### config.mk
export PLATFORM = sky130hd
export DESIGN_NAME = thread_ready_queue
export DESIGN_NICKNAME = d
export VERILOG_FILES = /design/src/design/trq_pkg.sv /design/src/design/thread_ready_queue.sv /design/src/design/trq_cell.sv /design/src/design/trq_ctrl.sv
export VERILOG_INCLUDE_DIRS = /design/src /design/src/design
export SDC_FILE = /design/constraint.sdc
export NUM_CORES = 1
export LEC_CHECK = 0
export BUFFER_PORTS_ARGS = -buffer_cell sky130_fd_sc_hd__buf_2
export CAP_MARGIN = 5
export CORE_MARGIN = 10
export CORE_UTILIZATION = 40
export DETAILED_ROUTE_END_ITERATION = 10
export MAX_ROUTING_LAYER = met4
export SYNTH_ARGS = -nofsm -noshare
export SYNTH_HDL_FRONTEND = slang
export SYNTH_SLANG_ARGS = --single-unit
### constraint.sdc
create_clock -name clk_i -period 2.5 [get_ports clk_i]
set_input_delay 0.375 -clock clk_i [delete_from_list [all_inputs] [get_ports clk_i]]
set_output_delay 0.375 -clock clk_i [all_outputs]
set_load 0.005 [all_outputs]
### src/design/assert_macros.svh
// ----------------------------------------------------------------------------
// assert_macros.svh
// Short-hand for clocked assertions that are disabled during reset.
// ----------------------------------------------------------------------------
`ifndef ASSERT_MACROS_SVH
`define ASSERT_MACROS_SVH

// Same-cycle implication: cons must hold whenever ante holds.
`define ASSERT_IMPL(lbl, ante, cons, msg) \
  lbl: assert property (@(posedge clk_i) disable iff (!rst_ni) (ante) |-> (cons)) \
    else $error(msg);

// Next-cycle implication: cons must hold in the cycle after ante.
`define ASSERT_NEXT(lbl, ante, cons, msg) \
  lbl: assert property (@(posedge clk_i) disable iff (!rst_ni) (ante) |=> (cons)) \
    else $error(msg);

`endif

### src/design/trq_pkg.sv
// ----------------------------------------------------------------------------
// trq_pkg
// Shared types and codes of the thread ready queue.
// ----------------------------------------------------------------------------
package trq_pkg;

  localparam int unsigned IdW           = 4;
  localparam int unsigned KindW         = 2;
  localparam int unsigned MaxThreadsDef = 16;

  // operation codes
  localparam logic [KindW-1:0] KindAppend = 2'd0;
  localparam logic [KindW-1:0] KindTake   = 2'd1;
  localparam logic [KindW-1:0] KindRemove = 2'd2;

  typedef struct packed {
    logic [KindW-1:0] kind;
    logic [IdW-1:0]   thread_id;
  } trq_item_t;

  typedef struct packed {
    logic           taken_valid;
    logic [IdW-1:0] taken_id;
    logic           now_empty;
  } trq_result_t;

  // link entry: clear valid means no neighbour
  typedef struct packed {
    logic           valid;
    logic [IdW-1:0] idx;
  } trq_link_t;

  // read addresses broadcast along the cell row
  typedef struct packed {
    logic [IdW-1:0] addr_a;  // next-link read
    logic [IdW-1:0] addr_b;  // prev-link read
  } trq_rd_t;

  // write commands broadcast along the cell row; nxt1 wins over nxt0
  typedef struct packed {
    logic           nxt0_en;
    logic [IdW-1:0] nxt0_addr;
    trq_link_t      nxt0_data;
    logic           nxt1_en;
    logic [IdW-1:0] nxt1_addr;
    trq_link_t      nxt1_data;
    logic           prv_en;
    logic [IdW-1:0] prv_addr;
    trq_link_t      prv_data;
  } trq_wr_t;

endpackage

### src/design/thread_ready_queue.sv
// ----------------------------------------------------------------------------
// thread_ready_queue
// FIFO of thread ids kept as a doubly linked list spread over a row of cells.
// ----------------------------------------------------------------------------
// Usage:
//  - Command channel: a word (kind, thread_id) is taken at a rising edge with
//    start high and busy low. kind: append at tail, take from head, or
//    remove a given thread from anywhere in the list.
//  - Result channel: done_o is high for exactly one cycle with the result
//    word (taken_valid, taken_id, now_empty). The receiver cannot stall;
//    the word stays on result_o until the next update replaces it.
//  - Timing: a read state fetches the neighbour links along the cell row, the
//    update state after it writes links, head and tail. The result appears in
//    the cycle after the update. busy is high only in the read state, so a new
//    command can be taken during the update of the last one, but not while its
//    links are read through the cell row.
//  - Reset (rst_ni low, asynchronous): queue empty, head and tail zero, no
//    result pending. Link cells are not cleared; an entry is to be read only
//    after an append has written it, which the block itself does not enforce.
//  - Each cell holds the next and prev link of one thread id; reads are OR-
//    folded from cell to cell, writes are broadcast to all cells.
// ----------------------------------------------------------------------------
module thread_ready_queue #(
  parameter int unsigned MaxThreads = trq_pkg::MaxThreadsDef
) (
  input  logic                 clk_i,
  input  logic                 rst_ni,
  input  logic                 start,
  output logic                 busy,
  input  trq_pkg::trq_item_t   item_i,
  output logic                 done_o,
  output trq_pkg::trq_result_t result_o
);

  trq_pkg::trq_rd_t   rd;
  trq_pkg::trq_wr_t   wr;
  trq_pkg::trq_link_t next_chain [MaxThreads+1];
  trq_pkg::trq_link_t prev_chain [MaxThreads+1];

  // control: sequencing, head/tail, result register
  trq_ctrl #(
    .MaxThreads(MaxThreads)
  ) u_ctrl (
    .clk_i    (clk_i),
    .rst_ni   (rst_ni),
    .start_i  (start),
    .busy_o   (busy),
    .item_i   (item_i),
    .done_o   (done_o),
    .result_o (result_o),
    .rd_o     (rd),
    .wr_o     (wr),
    .next_rd_i(next_chain[MaxThreads]),
    .prev_rd_i(prev_chain[MaxThreads])
  );

  // read chain starts empty; each cell adds its link when addressed
  assign next_chain[0] = '0;
  assign prev_chain[0] = '0;

  for (genvar i = 0; i < MaxThreads; i++) begin : g_cell
    trq_cell #(
      .Index(i)
    ) u_cell (
      .clk_i       (clk_i),
      .rd_i        (rd),
      .wr_i        (wr),
      .next_chain_i(next_chain[i]),
      .prev_chain_i(prev_chain[i]),
      .next_chain_o(next_chain[i+1]),
      .prev_chain_o(prev_chain[i+1])
    );
  end

endmodule

### src/design/trq_cell.sv
// ----------------------------------------------------------------------------
// trq_cell
// One thread slot: holds its next and prev links, folds them onto the read chain.
// ----------------------------------------------------------------------------
module trq_cell #(
  parameter int unsigned Index = 0
) (
  input  logic               clk_i,
  input  trq_pkg::trq_rd_t   rd_i,
  input  trq_pkg::trq_wr_t   wr_i,
  input  trq_pkg::trq_link_t next_chain_i,
  input  trq_pkg::trq_link_t prev_chain_i,
  output trq_pkg::trq_link_t next_chain_o,
  output trq_pkg::trq_link_t prev_chain_o
);

  trq_pkg::trq_link_t next_q, next_d;
  trq_pkg::trq_link_t prev_q, prev_d;
  logic hit_a, hit_b, hit_n0, hit_n1, hit_p;

  assign hit_a  = (32'(rd_i.addr_a) == Index);
  assign hit_b  = (32'(rd_i.addr_b) == Index);
  assign hit_n0 = wr_i.nxt0_en && (32'(wr_i.nxt0_addr) == Index);
  assign hit_n1 = wr_i.nxt1_en && (32'(wr_i.nxt1_addr) == Index);
  assign hit_p  = wr_i.prv_en && (32'(wr_i.prv_addr) == Index);

  always_comb begin
    next_d = next_q;
    if (hit_n1) begin
      next_d = wr_i.nxt1_data;
    end else if (hit_n0) begin
      next_d = wr_i.nxt0_data;
    end
    prev_d = hit_p ? wr_i.prv_data : prev_q;
  end

  // link store: undefined until first written
  always_ff @(posedge clk_i) begin
    next_q <= next_d;
    prev_q <= prev_d;
  end

  assign next_chain_o = next_chain_i | (hit_a ? next_q : '0);
  assign prev_chain_o = prev_chain_i | (hit_b ? prev_q : '0);

endmodule

### src/design/trq_ctrl.sv
// ----------------------------------------------------------------------------
// trq_ctrl
// Sequencer: read links, then update links, head and tail; result register.
// ----------------------------------------------------------------------------
module trq_ctrl #(
  parameter int unsigned MaxThreads = trq_pkg::MaxThreadsDef
) (
  input  logic                 clk_i,
  input  logic                 rst_ni,
  input  logic                 start_i,
  output logic                 busy_o,
  input  trq_pkg::trq_item_t   item_i,
  output logic                 done_o,
  output trq_pkg::trq_result_t result_o,
  output trq_pkg::trq_rd_t     rd_o,
  output trq_pkg::trq_wr_t     wr_o,
  input  trq_pkg::trq_link_t   next_rd_i,
  input  trq_pkg::trq_link_t   prev_rd_i
);

  localparam logic [1:0] StIdle = 2'd0;
  localparam logic [1:0] StRd   = 2'd1;
  localparam logic [1:0] StWr   = 2'd2;

  logic [1:0] state_q, state_d;
  trq_pkg::trq_item_t op_q;
  trq_pkg::trq_link_t rn_q, rp_q;
  logic [trq_pkg::IdW-1:0] head_q, head_d, tail_q, tail_d;
  logic has_q, has_d;
  logic done_q;
  trq_pkg::trq_result_t res_q, res_d;
  trq_pkg::trq_wr_t wr;
  logic accept, id_ok, took, ok_n, ok_p;

  function automatic logic link_ok(trq_pkg::trq_link_t l);
    return l.valid && (32'(l.idx) < MaxThreads);
  endfunction

  assign busy_o = (state_q == StRd);
  assign accept = start_i && !busy_o;

  always_comb begin
    state_d = state_q;
    unique case (state_q)
      StIdle:  state_d = accept ? StRd : StIdle;
      StRd:    state_d = StWr;
      StWr:    state_d = accept ? StRd : StIdle;
      default: state_d = StIdle;
    endcase
  end

  always_ff @(posedge clk_i or negedge rst_ni) begin
    if (!rst_ni) begin
      state_q <= StIdle;
      head_q  <= '0;
      tail_q  <= '0;
      has_q   <= 1'b0;
      done_q  <= 1'b0;
    end else begin
      state_q <= state_d;
      head_q  <= head_d;
      tail_q  <= tail_d;
      has_q   <= has_d;
      done_q  <= (state_q == StWr);
    end
  end

  always_ff @(posedge clk_i) begin
    if (accept) begin
      op_q <= item_i;
    end
    if (state_q == StRd) begin
      rn_q <= next_rd_i;
      rp_q <= prev_rd_i;
    end
    if (state_q == StWr) begin
      res_q <= res_d;
    end
  end

  // take walks from the head, remove looks at the thread itself
  assign rd_o.addr_a = (op_q.kind == trq_pkg::KindTake) ? head_q : op_q.thread_id;
  assign rd_o.addr_b = op_q.thread_id;

  assign id_ok = (32'(op_q.thread_id) < MaxThreads);
  assign ok_n  = link_ok(rn_q);
  assign ok_p  = link_ok(rp_q);

  always_comb begin
    wr     = '0;
    head_d = head_q;
    tail_d = tail_q;
    has_d  = has_q;
    took   = 1'b0;
    if (state_q == StWr) begin
      unique case (op_q.kind)
        trq_pkg::KindAppend: begin
          if (id_ok) begin
            wr.prv_en    = 1'b1;
            wr.prv_addr  = op_q.thread_id;
            wr.nxt1_en   = 1'b1;
            wr.nxt1_addr = op_q.thread_id;
            tail_d       = op_q.thread_id;
            if (!has_q) begin
              head_d = op_q.thread_id;
              has_d  = 1'b1;
            end else begin
              wr.nxt0_en        = (32'(tail_q) < MaxThreads);
              wr.nxt0_addr      = tail_q;
              wr.nxt0_data      = '{valid: 1'b1, idx: op_q.thread_id};
              wr.prv_data       = '{valid: 1'b1, idx: tail_q};
            end
          end
        end
        trq_pkg::KindTake: begin
          if (has_q) begin
            took = 1'b1;
            if (head_q != tail_q && ok_n) begin
              wr.prv_en   = 1'b1;
              wr.prv_addr = rn_q.idx;
              head_d      = rn_q.idx;
            end else begin
              has_d  = 1'b0;
              head_d = '0;
              tail_d = '0;
            end
          end
        end
        trq_pkg::KindRemove: begin
          if (id_ok) begin
            if (ok_p) begin
              wr.nxt0_en   = 1'b1;
              wr.nxt0_addr = rp_q.idx;
              wr.nxt0_data = ok_n ? rn_q : '0;
            end
            if (ok_n) begin
              wr.prv_en   = 1'b1;
              wr.prv_addr = rn_q.idx;
              wr.prv_data = ok_p ? rp_q : '0;
            end
            if (has_q && head_q == op_q.thread_id) begin
              if (ok_n) begin
                head_d = rn_q.idx;
              end else begin
                has_d  = 1'b0;
                head_d = '0;
              end
            end
            if (has_q && tail_q == op_q.thread_id) begin
              tail_d = ok_p ? rp_q.idx : '0;
            end
          end
        end
        default: ;
      endcase
    end
  end

  assign wr_o = wr;

  always_comb begin
    res_d.taken_valid = took;
    res_d.taken_id    = took ? head_q : '0;
    res_d.now_empty   = !has_d;
  end

  assign done_o   = done_q;
  assign result_o = res_q;

  `include "assert_macros.svh"

  `ASSERT_NEXT(a_rd_then_wr, state_q == StRd, state_q == StWr, "read not followed by update")
  `ASSERT_NEXT(a_wr_gives_done, state_q == StWr, done_q, "update gave no result")
  `ASSERT_IMPL(a_done_from_wr, done_q, $past(state_q) == StWr, "result without update")
  `ASSERT_IMPL(a_empty_flag, done_q, res_q.now_empty == !has_q, "empty flag disagrees")
  `ASSERT_IMPL(a_no_id, done_q && !res_q.taken_valid, res_q.taken_id == '0, "stray id")

endmodule
==> run_summary.xml <==
<?xml version="1.0" encoding="UTF-8"?>
<metrics>
  <group name="run_status">
    <metric name="run_status" unit="">finished, final reports clean</metric>
  </group>
  <group name="logic_synthesis">
    <metric name="synthDistinctLibCells" unit="">72</metric>
    <metric name="post-synth-top-count-cell" unit="">sky130_fd_sc_hd__nor2_1</metric>
    <metric name="compound_gate_portion_of_the_synthesized_area" unit="%">14.4</metric>
    <metric name="synth_adder_area_share" unit="%">0.538</metric>
    <metric name="synth.cells.most_frequent" unit="">sky130_fd_sc_hd__nor2_1, sky130_fd_sc_hd__edfxtp_1, sky130_fd_sc_hd__mux2i_1, sky130_fd_sc_hd__dfxtp_1, sky130_fd_sc_hd__nand2_1</metric>
    <metric name="syn-instance-count" unit="">829</metric>
    <metric name="yosysTopAreaCell" unit="">sky130_fd_sc_hd__edfxtp_1</metric>
    <metric name="sequential_fraction_of_the_synthesis_area" unit="%">53.3</metric>
    <metric name="yosysWarnings" unit="">0</metric>
    <metric name="yosysTopAreaCellShare" unit="%">32.9</metric>
    <metric name="synth-async-reset-ratio" unit="%">6.19</metric>
    <metric name="synth_enable_flop_cells" unit="">102</metric>
    <metric name="synth-xor-area-share" unit="%">1.13</metric>
    <metric name="synth_simple_gate_area_share" unit="%">15.4</metric>
    <metric name="number_of_flip_flops_and_latches_in_the_synthesized_netlist" unit="">194</metric>
    <metric name="synthMuxAreaShare" unit="%">12.4</metric>
    <metric name="synth_nets" unit="">842</metric>
    <metric name="ys_dominant_reg_cell" unit="">sky130_fd_sc_hd__edfxtp_1</metric>
    <metric name="main_combinational_cell_family_by_area_after_synthesis" unit="">simple AND/OR/NAND/NOR gates</metric>
    <metric name="synth.top_cells.by_area" unit="">sky130_fd_sc_hd__edfxtp_1, sky130_fd_sc_hd__dfxtp_1, sky130_fd_sc_hd__mux2i_1, sky130_fd_sc_hd__nor2_1, sky130_fd_sc_hd__dfrtp_1</metric>
    <metric name="post_synth.cell_area_avg" unit="um2">11.2</metric>
    <metric name="mappedNetlistArea" unit="um2">9310</metric>
  </group>
  <group name="timing">
    <metric name="period_share" unit="%">98.9</metric>
    <metric name="finClkSkew" unit="ns">0.0225</metric>
    <metric name="setup-tns-final" unit="ns">0</metric>
    <metric name="max_freq" unit="GHz">0.404</metric>
    <metric name="hold_slack" unit="ns">0.107</metric>
    <metric name="timing.final.hold_violations" unit="">0</metric>
    <metric name="finalCriticalPeriod" unit="ns">2.47</metric>
    <metric name="unrepaired_setup_endpoints_after_global_routing" unit="">true</metric>
    <metric name="max-slew-margin-rel" unit="%">49.1</metric>
    <metric name="finalMaxSlewViolations" unit="">0</metric>
    <metric name="setup_viol" unit="">0</metric>
    <metric name="timing_worst_slew_pin_value" unit="ns">0.758</metric>
  </group>
  <group name="clocking">
    <metric name="cts_tree" unit="">yes</metric>
    <metric name="clkLatencyLatePin" unit="ns">0.45</metric>
    <metric name="cts.path.max_buffers" unit="">2</metric>
    <metric name="worst_setup_hold_path_clk_slew" unit="ns">0.08</metric>
    <metric name="clock_tree.htree_level_count" unit="">4</metric>
    <metric name="cts-buffers-inserted" unit="">17</metric>
    <metric name="ctsRootBufferMaster" unit="">sky130_fd_sc_hd__clkbuf_16</metric>
    <metric name="clock-sinks" unit="">194</metric>
  </group>
  <group name="setup_path">
    <metric name="worst-endpoint-arrival" unit="ns">2.66</metric>
    <metric name="critical_path_required" unit="ns">2.68</metric>
    <metric name="path_cells" unit="">ha_4 &gt; buf_6 &gt; mux2_4 &gt; nor2_1 &gt; a222oi_1 &gt; o22ai_1 &gt; or4_1</metric>
    <metric name="worstSetupStartpointType" unit="">register</metric>
    <metric name="critical-path-max-stage-delay" unit="ns">0.50</metric>
    <metric name="timing.critical_path.slowest_stage_cell" unit="">sky130_fd_sc_hd__or4_1</metric>
    <metric name="timing_worst_setup_path_type" unit="">register to register</metric>
    <metric name="worst-path-max-fanout" unit="">7</metric>
    <metric name="type_of_destination_of_the_critical_path" unit="">register</metric>
  </group>
  <group name="grt">
    <metric name="grt_pass1_vias" unit="">6819</metric>
    <metric name="grt_antenna_before_repair" unit="">0</metric>
    <metric name="global_route_wire_length_before_repair" unit="um">42300</metric>
    <metric name="grt.total_usage" unit="%">18.7</metric>
    <metric name="globalRoute.totalOverflow" unit="">0</metric>
    <metric name="largest_net_degree_at_the_start_of_global_routing" unit="">30</metric>
  </group>
  <group name="pwr">
    <metric name="power.density_cell_area" unit="nW/um2">659</metric>
    <metric name="ir_drop" unit="mV">0.379</metric>
    <metric name="power_leakage" unit="nW">4.54</metric>
    <metric name="post-layout-total-power" unit="mW">7.59</metric>
  </group>
  <group name="placement">
    <metric name="dp_hpwl" unit="um">20000</metric>
    <metric name="place_congestion" unit="">0.994</metric>
    <metric name="port_buffers" unit="">16</metric>
  </group>
  <group name="floorplan">
    <metric name="design.portCount" unit="">17</metric>
    <metric name="die_h" unit="um">173</metric>
    <metric name="initial_utilization" unit="%">40.9</metric>
    <metric name="design.core.area" unit="um2">22800</metric>
    <metric name="fp-row-count" unit="">55</metric>
    <metric name="dieArea" unit="um2">29800</metric>
    <metric name="dieWidth" unit="um">173</metric>
  </group>
  <group name="routing">
    <metric name="routed_wirelength" unit="um">27900</metric>
    <metric name="detail-route-antenna-nets" unit="">0</metric>
    <metric name="m1WireLength" unit="um">12700</metric>
    <metric name="drtIter0Drc" unit="">725</metric>
    <metric name="met3_wirelength" unit="um">1840</metric>
    <metric name="routedWlPerCell" unit="um">22.0</metric>
    <metric name="num_vias" unit="">7169</metric>
    <metric name="met2WireLength" unit="um">12700</metric>
    <metric name="dr.pass1.iters" unit="">8</metric>
    <metric name="viasPerCell" unit="">5.66</metric>
    <metric name="top_layer_used" unit="">met4</metric>
    <metric name="remaining_drc_errors" unit="">0</metric>
  </group>
  <group name="worst_hold_path">
    <metric name="min-delay-path-class" unit="">input pin to register</metric>
  </group>
  <group name="final_layout">
    <metric name="final_nets" unit="">954</metric>
    <metric name="areaGrowthSynthToFinish" unit="%">23.8</metric>
    <metric name="post-route-util" unit="%">50.6</metric>
    <metric name="post_route_cells_drive_above_1_share" unit="%">24.9</metric>
    <metric name="diodes" unit="">0</metric>
  </group>
  <group name="job">
    <metric name="max_cap_viol_count" unit="">0</metric>
  </group>
</metrics>
[metal layers]
metal,GRT usage [%],vias up
li1,-,3344
met1,25.4,3468
met2,27.9,316
met3,3.29,41
met4,5.76,0
met5,-,-
[power breakdown]
| group | total (mW) | internal (mW) | switching, mW |
|---|---|---|---|
| clock | 2.91 | 1.40 | 1.51 |
| combinational | 1.16 | 0.468 | 0.693 |
| sequential | 3.51 | 3.42 | 0.0972 |
| total | 7.59 | 5.29 | 2.30 |
[cell families after synthesis]
logic type                 count (synthesis)
AOI/OAI and AO/OA                        166
xor gates and xnor gates                  12
adders and majority gates                  4
buffers and inverters                     57
DFF                                      194
muxes                                    107
and+or+nand+nor                          289
[worst max-delay path, delay by kind of cell (launching register included)]
family | cells | cell delay [ns]
buffers and inverters | 1 | 0.15
adder cells (fa/ha/maj) | 1 | 0.25
multiplexers | 1 | 0.25
AO/OA/AOI/OAI | 2 | 0.49
flip-flops | 1 | 0.47
AND/OR/NAND/NOR | 2 | 0.61
[sequential cells by signal, indices dropped and copies added, names as in the netlist]
name / cells
u_ctrl.done_o: 1
u_ctrl.has_q: 1
u_ctrl.state_q: 2
u_ctrl.head_q: 4
u_ctrl.result_o: 6
u_ctrl.rd_o: 4
u_ctrl.ok_p: 1
g_cell.u_cell.next_q: 80
u_ctrl.tail_q: 4
u_ctrl.rn_q: 4
g_cell.u_cell.prev_q: 80
u_ctrl.rp_q: 4
u_ctrl.ok_n: 1
u_ctrl.op_q: 2
[area by class of cell]
cell class / count / area [um2]
clock buffers: 17 / 425
clock inverters: 15 / 214
repair buffers: 136 / 1180
multi-input cells: 578 / 4290
inverters: 14 / 52.6
fillers: 1987 / 11300
well taps: 313 / 392
flip-flops and latches: 194 / 4960
[through the flow]
stage	cell area, um2	instances	setup WS [ns]
2_1_floorplan	9310	829	0.0383
3_3_place_gp	10600	1230	-0.0833
3_5_place_dp	10600	1230	-0.117
4_1_cts	11300	1263	-0.0528
5_1_grt	11500	1267	-0.0117
6_report	11500	1267	0.0266
[final timing paths]
| check | startpoint | endpoint | slack, ns | cells past startpoint |
|---|---|---|---|---|
| max in group asynchronous | rst_ni | u_ctrl.head_q[3] | 1.95 | 2 |
| hold reg to reg | u_ctrl.state_q[0] | u_ctrl.state_q[0] | 0.46 | 1 |
| setup / recovery | u_ctrl.op_q[4] | u_ctrl.rn_q[2] | 0.03 | 7 |
| setup reg to reg | u_ctrl.op_q[4] | u_ctrl.rn_q[2] | 0.03 | 7 |
| hold / removal | item_i[0] | u_ctrl.rd_o[0] | 0.11 | 1 |
| min in group asynchronous | rst_ni | u_ctrl.head_q[0] | 0.32 | 2 |
[what timing repair did]
item | CTS | global route
endpoints found under the hold margin | 12 | 0
gates cloned | 0 | 1
resized for setup | 4 | 42
pin swaps | 0 | 11
endpoints found under the setup margin | 82 | 129
setup buffers | 0 | 3
hold buffers | 1 | 0
[layout by cell type, fill, tap and decap left out, types with 6 or more instances in the layout]
cell                        count
sky130_fd_sc_hd__o22ai_1        9
sky130_fd_sc_hd__nand3_1       24
sky130_fd_sc_hd__mux2_2         8
sky130_fd_sc_hd__clkinv_8       6
sky130_fd_sc_hd__a222oi_1       6
sky130_fd_sc_hd__clkbuf_16     17
sky130_fd_sc_hd__nand3b_1       7
sky130_fd_sc_hd__o21ai_0       22
sky130_fd_sc_hd__edfxtp_1     102
sky130_fd_sc_hd__inv_1         10
sky130_fd_sc_hd__a21oi_1       22
sky130_fd_sc_hd__a22oi_1       16
sky130_fd_sc_hd__nand4_4        8
sky130_fd_sc_hd__buf_12        14
sky130_fd_sc_hd__buf_2         16
sky130_fd_sc_hd__a22o_1         9
sky130_fd_sc_hd__o21a_1         8
sky130_fd_sc_hd__buf_4        100
sky130_fd_sc_hd__nor2b_1        8
sky130_fd_sc_hd__nand2b_1       8
sky130_fd_sc_hd__and2_1        12
sky130_fd_sc_hd__mux2i_1       91
sky130_fd_sc_hd__xnor2_1        6
sky130_fd_sc_hd__dfxtp_1       80
sky130_fd_sc_hd__a32oi_1        9
sky130_fd_sc_hd__dfrtp_1       12
sky130_fd_sc_hd__and3_1        14
sky130_fd_sc_hd__xor2_1         6
sky130_fd_sc_hd__nor2_2         9
sky130_fd_sc_hd__nor2_1       127
sky130_fd_sc_hd__nand2_1       44
Note: power is estimated with default switching activity, not from simulation.
